[src/rtl/stereo_cross_feedback_delay_fade_core_defines.svh]
// Assertion macros shared by the delay core.
`ifndef STEREO_CROSS_FEEDBACK_DELAY_FADE_CORE_DEFINES_SVH
`define STEREO_CROSS_FEEDBACK_DELAY_FADE_CORE_DEFINES_SVH

// Check that a condition implies a consequence on the same edge.
`define SCFD_ASSERT_IMP(label, clk, rstn, cond, cons, msg) \
  label: assert property (@(posedge clk) disable iff (!rstn) (cond) |-> (cons)) \
    else $error(msg);

// Check that a condition implies a consequence on the next edge.
`define SCFD_ASSERT_NEXT(label, clk, rstn, cond, cons, msg) \
  label: assert property (@(posedge clk) disable iff (!rstn) (cond) |=> (cons)) \
    else $error(msg);

`endif

[src/rtl/scfd_pkg.sv]
`timescale 1ns / 1ps
`default_nettype none
package scfd_pkg;
  localparam int unsigned CfgCount = 7;
  localparam int unsigned TimeBits = 23;
  localparam int unsigned GainBits = 16;
  localparam int unsigned DryWetBits = 15;
  localparam int unsigned AddrBits = 5;
  localparam logic signed [15:0] Q14One = 16'sd16384;

  typedef enum logic [2:0] {
    RegDryWet = 3'd0,
    RegDelayLeft = 3'd1,
    RegDelayRight = 3'd2,
    RegFbLeft = 3'd3,
    RegFbRight = 3'd4,
    RegCrossLr = 3'd5,
    RegCrossRl = 3'd6
  } reg_idx_e;

  typedef struct packed {
    logic [DryWetBits-1:0] dry_wet;
    logic [TimeBits-1:0] delay_left_target;
    logic [TimeBits-1:0] delay_right_target;
    logic signed [GainBits-1:0] feedback_left;
    logic signed [GainBits-1:0] feedback_right;
    logic signed [GainBits-1:0] cross_left_to_right;
    logic signed [GainBits-1:0] cross_right_to_left;
  } cfg_t;

  function automatic logic signed [GainBits-1:0] clamp_gain(
    input logic signed [GainBits-1:0] g
  );
    logic signed [GainBits-1:0] r;
    r = g;
    if (g > Q14One) r = Q14One;
    if (g < -Q14One) r = -Q14One;
    return r;
  endfunction
endpackage
`default_nettype wire

[src/rtl/scfd_cfg_regs.sv]
`timescale 1ns / 1ps
`default_nettype none
module scfd_cfg_regs (
  input  wire logic clk_i,
  input  wire logic rst_ni,
  input  wire logic psel,
  input  wire logic penable,
  input  wire logic pwrite,
  input  wire logic [scfd_pkg::AddrBits-1:0] paddr,
  input  wire logic [31:0] pwdata,
  output logic [31:0] prdata,
  output logic pready,
  output scfd_pkg::cfg_t cfg_o
);
  import scfd_pkg::*;
  cfg_t cfg_q;
  logic [2:0] idx;
  logic wr;
  assign idx = paddr[AddrBits-1:2];
  assign wr = psel && penable && pwrite;
  assign pready = 1'b1;
  assign cfg_o = cfg_q;

  always_ff @(posedge clk_i or negedge rst_ni) begin
    if (!rst_ni) begin
      cfg_q <= '{dry_wet: DryWetBits'(16384), default: '0};
    end else if (wr) begin
      case (idx)
        RegDryWet: cfg_q.dry_wet <= pwdata[DryWetBits-1:0];
        RegDelayLeft: cfg_q.delay_left_target <= pwdata[TimeBits-1:0];
        RegDelayRight: cfg_q.delay_right_target <= pwdata[TimeBits-1:0];
        RegFbLeft: cfg_q.feedback_left <= pwdata[GainBits-1:0];
        RegFbRight: cfg_q.feedback_right <= pwdata[GainBits-1:0];
        RegCrossLr: cfg_q.cross_left_to_right <= pwdata[GainBits-1:0];
        RegCrossRl: cfg_q.cross_right_to_left <= pwdata[GainBits-1:0];
        default: ;
      endcase
    end
  end

  always_comb begin
    case (idx)
      RegDryWet: prdata = 32'(cfg_q.dry_wet);
      RegDelayLeft: prdata = 32'(cfg_q.delay_left_target);
      RegDelayRight: prdata = 32'(cfg_q.delay_right_target);
      RegFbLeft: prdata = 32'(cfg_q.feedback_left);
      RegFbRight: prdata = 32'(cfg_q.feedback_right);
      RegCrossLr: prdata = 32'(cfg_q.cross_left_to_right);
      RegCrossRl: prdata = 32'(cfg_q.cross_right_to_left);
      default: prdata = '0;
    endcase
  end
endmodule
`default_nettype wire

[config.mk]
export PLATFORM = sky130hd
export DESIGN_NAME = scfd_cfg_regs
export DESIGN_NICKNAME = d
export VERILOG_FILES = /design/src/rtl/stereo_cross_feedback_delay_fade_core_defines.svh /design/src/rtl/scfd_pkg.sv /design/src/rtl/scfd_cfg_regs.sv
export SDC_FILE = /design/constraint.sdc
export NUM_CORES = 1
export LEC_CHECK = 0
export BUFFER_PORTS_ARGS = -buffer_cell sky130_fd_sc_hd__buf_2
export CORE_MARGIN = 8
export CORE_UTILIZATION = 45
export DETAILED_ROUTE_END_ITERATION = 6
export PLACE_DENSITY = 0.78
export SYNTH_ARGS = -nofsm -noshare
export SYNTH_HDL_FRONTEND = slang
export SYNTH_SLANG_ARGS = --single-unit
[constraint.sdc]
create_clock -name clk_i -period 1.31 [get_ports clk_i]
set_input_delay 0.1965 -clock clk_i [delete_from_list [all_inputs] [get_ports clk_i]]
set_output_delay 0.1965 -clock clk_i [all_outputs]
set_load 0.02 [all_outputs]
# ---- Yosys cells after proc, flatten, opt, wreduce, memory -nomap -nowiden
# Cells that the tools add are included.
dict set report classes {
  add_sub_neg 0
  mul 0
  n_div 0
  magnitude_cmp 0
  eq_ne 6
  shift 0
  mux 1
  bitwise 0
  n_reduce_logical 10
}
# operator n
set ops {}
lappend ops {{32-bit one-hot mux with 7 select lines} 1}
lappend ops {{2-bit AND reduction} 7}
lappend ops {{3-bit equality test (second input constant)} 3}
lappend ops {{3-bit by 2-bit equality test with 1-bit output (second input constant)} 2}
lappend ops {{3-bit by 1-bit equality test with 1-bit output (second input constant)} 1}
lappend ops {{3-bit logical NOT} 1}
lappend ops {{1-bit logical AND} 2}
dict set report totals {
  regBits 125
  latchBits 0
  mem_bits_rw 0
  romBits 0
  input_bits 42
  out_inout_bits 158
  elab_cells 24
  memories 0
}

# ---- Logic depth before layout (Yosys ltp)
dict set report depth {
  depth_word 3
  mapped_depth 5
  ltp_nobuf 3
}

# ---- Least setup slack after synthesis
# No wires, ideal clock.
dict set report synth_timing {
  path_type {input to output}
  startpoint {input paddr[2] (netlist bit)}
  endpoint {output prdata[0]}
  arrival_ns 1.536
  required_time_ns 1.113
  slack_ns -0.423
  cell_stages 5
  n_path_buf 3
  path_cell_list {buf_4 -> buf_2 -> buf_4 -> nor2_1 -> a221oi_1}
}
dict set report synth_via {
  elab_chain_len 2
  word_cells_on_any_way 8
  classes_between {eq/ne (6); mux (1); reduce/logical (1)}
}
# element line_no
set synth_lines {}
lappend synth_lines {{from (decl)} scfd_cfg_regs.sv:9} ;# input wire logic [scfd_pkg::AddrBits-1:0] paddr,
lappend synth_lines {{3-bit equality test (tied with other cells)} scfd_cfg_regs.sv:42} ;# case (idx)
lappend synth_lines {{32-bit one-hot mux with 7 select lines *} scfd_cfg_regs.sv:42}
lappend synth_lines {{to (decl)} scfd_cfg_regs.sv:11} ;# output logic [31:0] prdata,
# Mark *: on every way between the ends. The rest lies on a longest branch, timed or not.

# ---- Worst setup path after layout
dict set report layout_timing {
  startpoint {register cfg_q (netlist bit cfg_o[47])}
  endpoint {output prdata[19]}
}
dict set report layout_via {
  elab_chain_len 1
}
# element line_no
set layout_lines {}
lappend layout_lines {{from (decl)} scfd_cfg_regs.sv:16} ;# cfg_t cfg_q;
lappend layout_lines {{32-bit one-hot mux with 7 select lines} scfd_cfg_regs.sv:42}
# Every way passes these cells.

==> metrics <==
cell area power density 1630 mW/mm^2; vias per inst ~5.4; Slew Viols, Final 0; failing checks negative setup slack; port bufs 187; first-pass GRT wire length 29.2 mm; n_diodes 0; Critical R2R Launch cfg_o[47]; largest net degree at the start of global routing 41; clk slew on worst S/H paths 0.05 ns; worst r2r dst cfg_o[47]; reg2reg setup slack between 0.3 and 0.4 ns; final setup vio count 32; Synth Area per Inst 14.8 sq um; Clock Latency Late Sink 0.42 ns; vias 4528; number of global-route vias before repair 5118; YS warnings 0; Final ANT Viol Nets 0; DRT Wirelength 19.4 mm; antenna violations before repair 0; Tmin final 1.88 ns; gr usage total 23.2%; simple-gate portion of the synthesized area 3.19%; Hold Path Class in -> reg; Synth Area in XOR/XNOR 0%; Mapped Cells 391; startpoint types flop; Synth Area in Compound Gates about 6.2%; Least-Margin Pin Slew about 0.66 ns; slowest stage delay, CP 0.41 ns; power consumption 14900 uW; slowest CP cell dfrtp_2; Yosys reg bits 125; initial DRC count 210; largest family of logic cells by synthesized area multiplexers; Max Fclk 531 MHz; Core ar. 0.0126 sq mm; die span in y 129 microns; NetSw 5000 uW; clk root buf clkbuf_16; GP Congestion about 0.84; commonest non-fill, non-tap cell in the layout buf_2; max FFs per register 125; post-synthesis mux area share 32.7%; fillers 796; peak supply drop 1040 uV; arrival time worst endpoint 1.69 ns; Gate power share 34.5%; WL/cell 23.1 microns; Row Count 41; delay-heaviest family, CP compound AO/OA/AOI/OAI gates; Crit path required time ~1.1 ns; most frequent cells in the layout buf_2, dfrtp_1, mux2_2; Internal Power 9890 uW; Slew HR between 50% and 60%; # IOs 200; worst-path cell chain mux2i_2, o211ai_4, a221o_1, buf_2; Worst Setup Slack, final -0.573 ns; Synth Area in Adders 0%; share of layout cells above drive strength 1 74.0%; DP HPWL 13.2 mm; RSZ-0062 raised after global routing true; Yosys cell types 29; Post-Syn Nets ~430; Worst Skew 0 ns; synthesized area 0.00577 sq mm; CP Class reg -> out; fin nets 694; Setup TNS -15.66 ns; Seq pwr share 35.6%; power share of the clock group ~30%; total global routing overflow 0; DR DRC count 0; leakage power about 0.0045 uW; max cap viols 0; drt pass-1 iters 4; critical path endpoint category primary output; hold slack 0.0268 ns; Setup crit start cfg_o[47]; Worst Setup EP prdata[19]; TritonCTS clock tree built; Net Sw Frac roughly a third; H-tree levels 4; Final Hold Vio Count 0; status complete, but fails checks; R2R depth 2; Num CTS Buffers 17; cell total after placement 799; Die Width 129 microns; crit-path max FO 11; clk buf depth 2; clk sink count about 130; Starting Density 45.9%; sequential share of the synthesized area 54.2%; fraction of the cycle the final worst path needs 144%; Area Overhead vs Synth 58.7%; Die Area around 0.017 sq mm; post-layout util 72.9%; post-route insts no fill roughly 840; stages on the worst setup path 4; CP Buf/Inv Count 1
==> worst register-to-register path: cells and delay by family, from the launching register on <==
kind	cells	cell delay [ns]
DFF	1	0.41
muxes	1	0.26
buffers and inverters	1	0.14
==> Yosys cell counts <==
library cell	instances	area, sq um
clkbuf_2	1	5.00
buf_6	1	11.3
mux2_1	1	11.3
nor3_2	2	20.0
dfstp_2	1	26.3
buf_2	5	25.0
clkbuf_1	2	7.51
nor2b_1	2	12.5
nand4b_1	2	17.5
nor2_4	3	33.8
nor3_4	1	16.3
dfrtp_1	124	3100
nand4b_4	1	23.8
nor2_2	2	12.5
nand4_2	1	12.5
a21oi_1	1	5.00
buf_4	20	150
nand2_1	1	3.75
nand2b_1	2	12.5
a211oi_1	1	7.51
a221o_1	8	80.1
a221oi_1	28	245
mux2_2	140	1580
o211ai_2	1	12.5
inv_1	3	11.3
o22ai_1	1	6.26
nor2_1	5	18.8
mux2i_1	30	300
conb_1	1	3.75
==> power by group through the flow <==
stage	registers (uW)	logic, uW	clock network (uW)
2_1_floorplan	6140	1810	0
3_3_place_gp	5220	4470	0
3_5_place_dp	5270	4560	0
4_1_cts	5260	4870	4490
5_1_grt	5390	5440	4640
6_report	5310	5140	4440
==> timing repair <==
item / 4_1_cts / 5_1_grt
pin swaps: 5 / 2
setup buffers: 4 / 16
resized for setup: 58 / 73
endpoints found under the hold margin: 83 / 0
hold buffers: 1 / 0
endpoints found under the setup margin: 37 / 67
==> through the flow <==
stage	cell area (sq um)	setup slack, ns
after CTS	8910	-0.567
after floorplan	6330	-0.147
after detailed placement	8030	-0.410
final	9160	-0.573
after global placement	8030	-0.354
after global routing	9160	-0.664
==> cell type report <==
type | instances | area (sq um) | area share, %
clock buffers | 25 | 495 | 5.41
clock inverters | 7 | 62.6 | 0.683
inverters | 3 | 13.8 | 0.150
multi-input cells | 234 | 3100 | 33.8
flip-flops and latches | 125 | 3130 | 34.2
well taps | 172 | 215 | 2.35
repair buffers | 271 | 2140 | 23.4
==> cell families after synthesis <==
group,count (synthesis)
multiplexers,171
AO/OA/AOI/OAI,40
other,1
AND/OR/NAND/NOR,22
flip-flops,125
buffers and inverters,32
==> routing by layer <==
metal / up-vias / part of all wire, % / GRT usage [%]
met1: 2294 / 41 / 28.3
met5: - / 0 / 0
li1: 2001 / - / -
met2: 198 / 51 / 38.4
met3: 35 / 6.9 / 6.33
met4: 0 / 2.0 / 8.91
==> worst min-delay path by stage <==
stage / startpoint / endpoint / slack, ns / cells after the start
floorplan: rst_ni / cfg_o[0] / -0.1 / 0
global placement: rst_ni / cfg_o[48] / 0.12 / 1
detailed placement: rst_ni / cfg_o[66] / 0.12 / 1
CTS: pwdata[20] / cfg_o[84] / 0.008 / 2
global route: pwdata[21] / cfg_o[85] / 0.02 / 2
finish: pwdata[16] / cfg_o[80] / 0.03 / 2
(Power assumes the default switching activity.)
